$ cat src/design/slid_pkg.sv
// Package for the sorted list block: sizes, request and status codes, sequencer states.
// No dependencies; used by sorted_list_insert_delete.
`default_nettype none
package slid_pkg;

    localparam int CAPACITY = 16;
    localparam int IDX_W    = $clog2(CAPACITY);
    localparam int FILL_W   = $clog2(CAPACITY + 1);
    localparam int VAL_W    = 32;
    localparam int OUT_W    = ((VAL_W + FILL_W + 7) / 8) * 8;

    // request codes (s_tuser)
    localparam logic [1:0] REQ_INSERT = 2'd0;
    localparam logic [1:0] REQ_DELETE = 2'd1;
    localparam logic [1:0] REQ_DUMP   = 2'd2;

    // status codes (m_tuser)
    localparam logic [1:0] ST_OK       = 2'd0;
    localparam logic [1:0] ST_NOTFOUND = 2'd1;
    localparam logic [1:0] ST_FULL     = 2'd2;
    localparam logic [1:0] ST_EMPTY    = 2'd3;

    typedef enum logic [3:0] {
        S_IDLE,
        S_INS_RD,
        S_INS_CHK,
        S_INS_PUT,
        S_DEL_RD,
        S_DEL_CHK,
        S_DMP_RD,
        S_DMP_OUT,
        S_RESP
    } state_t;

endpackage
`default_nettype wire

$ cat src/design/sorted_list_insert_delete.sv
// Top level of the sorted list block: entry memory, the comparators on the read word and their sequencer.
// Depends on slid_pkg.
//
// Usage:
//   Input stream s_*: s_tuser carries the request (insert, delete, dump),
//   s_tdata the signed value. A word is taken when s_tvalid and s_tready are high.
//   Result stream m_*: m_tuser carries the status, m_tdata the item and the
//   fill count, m_tlast marks the final word of a request.
//   The block works on one request at a time; s_tready is high only while idle.
//   Insert walks the entries from the top with the >= comparator, moving each
//   larger-or-equal entry up one slot.
//   Delete walks the entries from the bottom, one read and one compare per
//   entry, closing the gap as it goes.
//   Dump reads one entry from the memory port per result word.
//   Full, not-found-on-empty and empty-dump cases go straight to the result.
//   The single memory read port makes every walk go one entry at a time.
//   Results go through an output register; while the receiver holds m_tready
//   low the sequencer waits at its next result, though a walk before it still changes the list.
//   Reset (aresetn low, synchronous) empties the list and drops any pending word;
//   no clearing pass is needed since only slots below the fill count are read.
`default_nettype none
module sorted_list_insert_delete (
    input  wire logic                        aclk,
    input  wire logic                        aresetn,
    // input stream
    input  wire logic                        s_tvalid,
    output logic                             s_tready,
    input  wire logic [slid_pkg::VAL_W-1:0]  s_tdata,   // [31:0] value
    input  wire logic [1:0]                  s_tuser,   // [1:0] req_type
    // result stream
    output logic                             m_tvalid,
    input  wire logic                        m_tready,
    output logic [slid_pkg::OUT_W-1:0]       m_tdata,   // [31:0] item, [36:32] fill, rest 0
    output logic [1:0]                       m_tuser,   // [1:0] status
    output logic                             m_tlast
);

    localparam int IDX_W  = slid_pkg::IDX_W;
    localparam int FILL_W = slid_pkg::FILL_W;
    localparam int VAL_W  = slid_pkg::VAL_W;
    localparam int OUT_W  = slid_pkg::OUT_W;

    // entry memory
    logic signed [VAL_W-1:0] mem [slid_pkg::CAPACITY];
    logic signed [VAL_W-1:0] rd_data_reg;
    logic [IDX_W-1:0]        rd_addr;
    logic                    wr_en;
    logic [IDX_W-1:0]        wr_addr;
    logic signed [VAL_W-1:0] wr_data;

    // sequencer and datapath registers
    slid_pkg::state_t        state_reg, state_next;
    logic [FILL_W-1:0]       occ_reg, occ_next;
    logic [FILL_W-1:0]       idx_reg, idx_next;
    logic                    found_reg, found_next;
    logic signed [VAL_W-1:0] value_reg, value_next;
    logic [1:0]              status_reg, status_next;

    // output register
    logic                    m_valid_reg, m_valid_next;
    logic [VAL_W-1:0]        m_item_reg, m_item_next;
    logic [FILL_W-1:0]       m_fill_reg, m_fill_next;
    logic [1:0]              m_status_reg, m_status_next;
    logic                    m_last_reg, m_last_next;

    logic                    in_fire;
    logic                    out_free;
    logic                    out_load;
    logic [1:0]              out_status;
    logic [VAL_W-1:0]        out_item;
    logic                    out_last;
    logic [FILL_W-1:0]       out_fill;
    logic [FILL_W-1:0]       occ_top;
    logic                    at_top;
    logic                    ge_hit;
    logic                    eq_hit;

    assign s_tready = (state_reg == slid_pkg::S_IDLE);
    assign in_fire  = s_tvalid && s_tready;
    assign out_free = !m_valid_reg || m_tready;
    assign occ_top  = occ_reg - 1'b1;
    assign at_top   = (idx_reg == occ_top);
    assign rd_addr  = idx_reg[IDX_W-1:0];

    // the comparators on the read word and the value
    assign ge_hit = (rd_data_reg >= value_reg);
    assign eq_hit = (rd_data_reg == value_reg);

    // memory: one write port, one registered read port
    always_ff @(posedge aclk) begin
        if (wr_en) begin
            mem[wr_addr] <= wr_data;
        end
        rd_data_reg <= mem[rd_addr];
    end

    // next state
    always_comb begin
        state_next = state_reg;
        case (state_reg)
            slid_pkg::S_IDLE: begin
                if (in_fire) begin
                    case (s_tuser)
                        slid_pkg::REQ_INSERT: begin
                            if (occ_reg == FILL_W'(slid_pkg::CAPACITY) || occ_reg == '0) begin
                                state_next = slid_pkg::S_RESP;
                            end else begin
                                state_next = slid_pkg::S_INS_RD;
                            end
                        end
                        slid_pkg::REQ_DELETE: begin
                            state_next = (occ_reg == '0) ? slid_pkg::S_RESP
                                                         : slid_pkg::S_DEL_RD;
                        end
                        slid_pkg::REQ_DUMP: begin
                            state_next = (occ_reg == '0) ? slid_pkg::S_RESP
                                                         : slid_pkg::S_DMP_RD;
                        end
                        default: state_next = slid_pkg::S_IDLE;
                    endcase
                end
            end
            slid_pkg::S_INS_RD:  state_next = slid_pkg::S_INS_CHK;
            slid_pkg::S_INS_CHK: begin
                if (!ge_hit) begin
                    state_next = slid_pkg::S_RESP;
                end else if (idx_reg == '0) begin
                    state_next = slid_pkg::S_INS_PUT;
                end else begin
                    state_next = slid_pkg::S_INS_RD;
                end
            end
            slid_pkg::S_INS_PUT: state_next = slid_pkg::S_RESP;
            slid_pkg::S_DEL_RD:  state_next = slid_pkg::S_DEL_CHK;
            slid_pkg::S_DEL_CHK: begin
                state_next = at_top ? slid_pkg::S_RESP : slid_pkg::S_DEL_RD;
            end
            slid_pkg::S_DMP_RD:  state_next = slid_pkg::S_DMP_OUT;
            slid_pkg::S_DMP_OUT: begin
                if (out_free) begin
                    state_next = at_top ? slid_pkg::S_IDLE : slid_pkg::S_DMP_RD;
                end
            end
            slid_pkg::S_RESP: begin
                if (out_free) begin
                    state_next = slid_pkg::S_IDLE;
                end
            end
            default: state_next = slid_pkg::S_IDLE;
        endcase
    end

    // datapath control and result words
    always_comb begin
        occ_next    = occ_reg;
        idx_next    = idx_reg;
        found_next  = found_reg;
        value_next  = value_reg;
        status_next = status_reg;
        wr_en       = 1'b0;
        wr_addr     = idx_reg[IDX_W-1:0];
        wr_data     = value_reg;
        out_load    = 1'b0;
        out_status  = status_reg;
        out_item    = value_reg;
        out_last    = 1'b1;
        out_fill    = occ_reg;
        case (state_reg)
            slid_pkg::S_IDLE: begin
                if (in_fire) begin
                    value_next = s_tdata;
                    idx_next   = '0;
                    found_next = 1'b0;
                    case (s_tuser)
                        slid_pkg::REQ_INSERT: begin
                            if (occ_reg == FILL_W'(slid_pkg::CAPACITY)) begin
                                status_next = slid_pkg::ST_FULL;
                            end else if (occ_reg == '0) begin
                                // empty list: store straight into slot zero
                                wr_en       = 1'b1;
                                wr_addr     = '0;
                                wr_data     = s_tdata;
                                occ_next    = occ_reg + 1'b1;
                                status_next = slid_pkg::ST_OK;
                            end else begin
                                idx_next = occ_top;
                            end
                        end
                        slid_pkg::REQ_DELETE: begin
                            status_next = slid_pkg::ST_NOTFOUND;
                        end
                        slid_pkg::REQ_DUMP: begin
                            if (occ_reg == '0) begin
                                status_next = slid_pkg::ST_EMPTY;
                                value_next  = '0;
                            end
                        end
                        default: ;
                    endcase
                end
            end
            // walk down from the top, moving entries not smaller than the value up
            slid_pkg::S_INS_CHK: begin
                wr_en   = 1'b1;
                wr_addr = IDX_W'(idx_reg + 1'b1);
                if (ge_hit) begin
                    wr_data  = rd_data_reg;
                    idx_next = idx_reg - 1'b1;
                    if (idx_reg == '0) begin
                        idx_next = '0;
                    end
                end else begin
                    wr_data     = value_reg;
                    occ_next    = occ_reg + 1'b1;
                    status_next = slid_pkg::ST_OK;
                end
            end
            slid_pkg::S_INS_PUT: begin
                wr_en       = 1'b1;
                wr_addr     = '0;
                wr_data     = value_reg;
                occ_next    = occ_reg + 1'b1;
                status_next = slid_pkg::ST_OK;
            end
            // walk up from the bottom; after the first match close the gap
            slid_pkg::S_DEL_CHK: begin
                if (found_reg) begin
                    wr_en   = 1'b1;
                    wr_addr = IDX_W'(idx_reg - 1'b1);
                    wr_data = rd_data_reg;
                end else if (eq_hit) begin
                    found_next = 1'b1;
                end
                if (at_top) begin
                    if (found_reg || eq_hit) begin
                        occ_next    = occ_top;
                        status_next = slid_pkg::ST_OK;
                    end
                end else begin
                    idx_next = idx_reg + 1'b1;
                end
            end
            // one result word per stored entry
            slid_pkg::S_DMP_OUT: begin
                out_status = slid_pkg::ST_OK;
                out_item   = rd_data_reg;
                out_last   = at_top;
                if (out_free) begin
                    out_load = 1'b1;
                    idx_next = idx_reg + 1'b1;
                end
            end
            slid_pkg::S_RESP: begin
                out_load = out_free;
            end
            default: ;
        endcase
    end

    // output register
    always_comb begin
        m_valid_next  = m_valid_reg;
        m_item_next   = m_item_reg;
        m_fill_next   = m_fill_reg;
        m_status_next = m_status_reg;
        m_last_next   = m_last_reg;
        if (out_load) begin
            m_valid_next  = 1'b1;
            m_item_next   = out_item;
            m_fill_next   = out_fill;
            m_status_next = out_status;
            m_last_next   = out_last;
        end else if (m_tready) begin
            m_valid_next = 1'b0;
        end
    end

    // control registers
    always_ff @(posedge aclk) begin
        if (!aresetn) begin
            state_reg   <= slid_pkg::S_IDLE;
            occ_reg     <= '0;
            m_valid_reg <= 1'b0;
        end else begin
            state_reg   <= state_next;
            occ_reg     <= occ_next;
            m_valid_reg <= m_valid_next;
        end
    end

    // payload registers
    always_ff @(posedge aclk) begin
        idx_reg      <= idx_next;
        found_reg    <= found_next;
        value_reg    <= value_next;
        status_reg   <= status_next;
        m_item_reg   <= m_item_next;
        m_fill_reg   <= m_fill_next;
        m_status_reg <= m_status_next;
        m_last_reg   <= m_last_next;
    end

    assign m_tvalid = m_valid_reg;
    assign m_tuser  = m_status_reg;
    assign m_tlast  = m_last_reg;
    assign m_tdata  = OUT_W'({m_fill_reg, m_item_reg});

endmodule
`default_nettype wire
$ cat config.mk
export PLATFORM = sky130hd
export DESIGN_NAME = sorted_list_insert_delete
export DESIGN_NICKNAME = d
export VERILOG_FILES = /design/src/design/slid_pkg.sv /design/src/design/sorted_list_insert_delete.sv
export SDC_FILE = /design/constraint.sdc
export NUM_CORES = 1
export LEC_CHECK = 0
export BUFFER_PORTS_ARGS = -buffer_cell sky130_fd_sc_hd__buf_4
export CAP_MARGIN = 20
export CORE_MARGIN = 1.5
export CORE_UTILIZATION = 42
export DETAILED_ROUTE_END_ITERATION = 16
export GPL_ROUTABILITY_DRIVEN = 0
export GPL_TIMING_DRIVEN = 0
export HOLD_SLACK_MARGIN = 0.15
export PLACE_DENSITY_LB_ADDON = 0.25
export SLEW_MARGIN = 10
export SYNTH_ARGS = -nofsm -noshare
export SYNTH_HDL_FRONTEND = slang
export SYNTH_SLANG_ARGS = --single-unit
$ cat constraint.sdc
create_clock -name aclk -period 3.9 [get_ports aclk]
set_clock_uncertainty 0.05 [all_clocks]
set_input_delay 0.39 -clock aclk [delete_from_list [all_inputs] [get_ports aclk]]
set_output_delay 0.39 -clock aclk [all_outputs]
set_load 0.02 [all_outputs]
==> results.cfg <==
[run_status]
outcome = finished, final reports clean

[global_route]
antenna_found_initial = 0
met3_usage_pct = 4.22
grt_pass1_wl_um = 100000
use_met1_pct = 30.6
grt.total_usage_pct = 22.4
grt_max_degree = 22
overflow = 0
top_usage_layer = met2
grt_pass1_vias = 14400
use_met2_pct = 36.7

[clock_tree]
clock-sinks = 634
clk_latency_ps = 610
cts_buffer_depth = 3
cts_buffers = 68
clk_pin_slew_worst_paths_ps = 60
htree_num_levels = 3
clockRootBuffer = clkbuf_16
cts_tree = yes

[floorplanning]
fp.dieArea_mm2 = 0.0630
core_area_mm2 = 0.0606
ios = 83
dieHeight_um = 251
start_util_pct = 42.6
fp-row-count = 90
die_w_um = 251

[power_and_ir_drop]
ir_drop_mv = 0.321
p_leak_uw = 0.0104
power_density_mw_per_mm2 = 594

[timing]
grt_setup_unrepaired = no
final-hold-violation-count = 0
fin_crit_ps = 3730
fmax_mhz = 268
drv_slew = 0
worst_slew_pin_slew_ps = 1080
period_share_pct = 95.6
fin_tns_setup_ps = 0
slew-limit-headroom_pct = 28.1
finalSetupViolCount = 0

[synth]
async_flop_share_pct = 0
synth_seq_cells = 634
synth.yosys.seq_area_share_pct = 72.1
syn_inst = 1369
syn_area_mm2 = 0.0258
yosys_warnings = 0
synth_edf_count = 592
synth_cell_types = 62
syn_area_per_cell_um2 = 18.9
synth_flop_cell = edfxtp_1

[hold_path]
min_delay_path_depth = 4
worstHoldStart = s_tvalid
hp-class = in2reg
whs_endpoint = state_reg[2]

[cells_and_area]
syn_to_final_growth_pct = 20.9
finish.utilization_pct = 51.5
antennaDiodeCount = 0
final_common_cell = edfxtp_1
drive_above_1_share_pct = 28.9
largest_register = mem
largest_reg_flops = 512
mostFrequentLayoutCells = edfxtp_1, mux4_2, buf_4
fin_nets = 1698

[critical_path]
reg2reg_to = mem[11][23]
worstPathMaxFanout = 16
critPathKind = reg2reg
reg2reg_slack_ps = 170
worst_setup_path_end_kind = flip-flop
reg2reg_from = value_reg[31]
cp.arrival_ps = 4070
crit_path_start = value_reg[31]
startpoint_type = flip-flop
required_ps = 4240
r2r_cells = 11

[route]
wl_per_cell_um = 28.2
totalWireLength_um = 69400
drc = 0
via_per_inst = 5.89
drt-pass1-iter-count = 6
dr.first_iter.drc_count = 1802
ant_nets = 0
vias = 14500

[job]
maxCapViolCount = 0

[placed_design]
dp_hpwl_um = 45100
io_buffer_count = 78
==> metal layers <==
metal / wire length [µm] / share of wire (%) / vias up
met5: 0 / 0 / -
met4: 1560 / 2.2 / 0
met3: 5590 / 8.1 / 107
met2: 33900 / 49 / 691
met1: 28300 / 41 / 7574
li1: - / - / 6111
==> critical path: stages (launching register included) <==
cell       delay (ps)
edfxtp_1          360
inv_1              60
ha_1              310
nand4_1           330
nor3_1            270
a221o_1           240
nor3_1             90
o2bb2ai_4         400
and2_0            200
clkbuf_1          270
clkbuf_2          460
a221o_2           450
==> Yosys cell counts, drive strengths merged (3+ instances only) <==
| cell type | n | share of area, % |
|---|---|---|
| a221o | 34 | 1.3 |
| mux2i | 6 | 0.23 |
| nand2b | 10 | 0.24 |
| a31oi | 3 | 0.073 |
| nor2b | 9 | 0.23 |
| buf | 28 | 0.51 |
| o211ai | 5 | 0.15 |
| nand3 | 5 | 0.097 |
| and2 | 33 | 0.80 |
| edfxtp | 592 | 69 |
| or2 | 3 | 0.073 |
| a21oi | 29 | 0.56 |
| and3 | 3 | 0.073 |
| a211oi | 5 | 0.15 |
| a22o | 32 | 1.1 |
| a21o | 6 | 0.20 |
| nand4 | 10 | 0.24 |
| mux4 | 160 | 14 |
| xnor2 | 7 | 0.24 |
| ha | 41 | 2.0 |
| clkbuf | 50 | 0.73 |
| nand3b | 3 | 0.087 |
| nor2 | 35 | 0.51 |
| nor4 | 5 | 0.15 |
| or3 | 4 | 0.097 |
| dfxtp | 42 | 3.3 |
| nand2 | 67 | 0.97 |
| nor3 | 11 | 0.21 |
| o22ai | 5 | 0.12 |
| inv | 46 | 0.67 |
| o21ai | 50 | 0.97 |
==> how the worst max path moves through the flow <==
stage	slack [ps]	cells after the start	endpoint
floorplan	-210	10	mem[0][0]
global placement	-2700	6	mem[7][18]
detailed placement	-650	9	mem[11][17]
CTS	1	10	mem[12][10]
global route	30	11	mem[4][19]
finish	170	11	mem[11][23]
==> metrics by stage <==
| stage | instance area, µm² | std cells | setup slack, ps | hold WS, ps | total power, µW |
|---|---|---|---|---|---|
| after floorplan | 25800 | 1371 | -206 | 356 | 10800 |
| after global placement | 27400 | 2231 | -2700 | 361 | 11900 |
| after detailed placement | 28300 | 2267 | -652 | 368 | 12100 |
| after CTS | 31100 | 2441 | 1.11 | 155 | 18600 |
| after global routing | 31200 | 2457 | 31.8 | 212 | 19200 |
| final | 31200 | 2457 | 171 | 175 | 18500 |
==> power breakdown <==
| group | leakage, µW | total (µW) | internal [µW] | switching, µW |
|---|---|---|---|---|
| logic | 0.00359 | 3620 | 1520 | 2100 |
| clock network | 0.00108 | 6420 | 3780 | 2640 |
| registers | 0.00575 | 8500 | 8230 | 280 |
==> cell type report <==
cell class / count / area (µm²)
Inverter: 46 / 173
Clock buffer: 94 / 1910
Timing Repair Buffer: 178 / 1970
Sequential cell: 634 / 18600
Multi-Input combinational cell: 613 / 6930
Fill cell: 4809 / 29400
Tap cell: 782 / 978
Clock inverter: 32 / 308
Buffer: 78 / 332
==> logic make-up after synthesis <==
family | synth area share [%]
compound gates | 5.34
buf+inv | 1.90
other cells | 0.0145
flops | 72.1
fa+ha+maj | 1.99
xor+xnor | 0.504
simple gates | 3.98
mux | 14.2
==> timing repair <==
action                                 CTS  global route
gates resized for setup                 20            23
endpoints found under the hold margin   34             0
hold buffers                            33             0
pin swaps                                5             6
setup endpoints to repair              619           453
setup buffers                           15            15
Power figures use the tool's default switching activity.
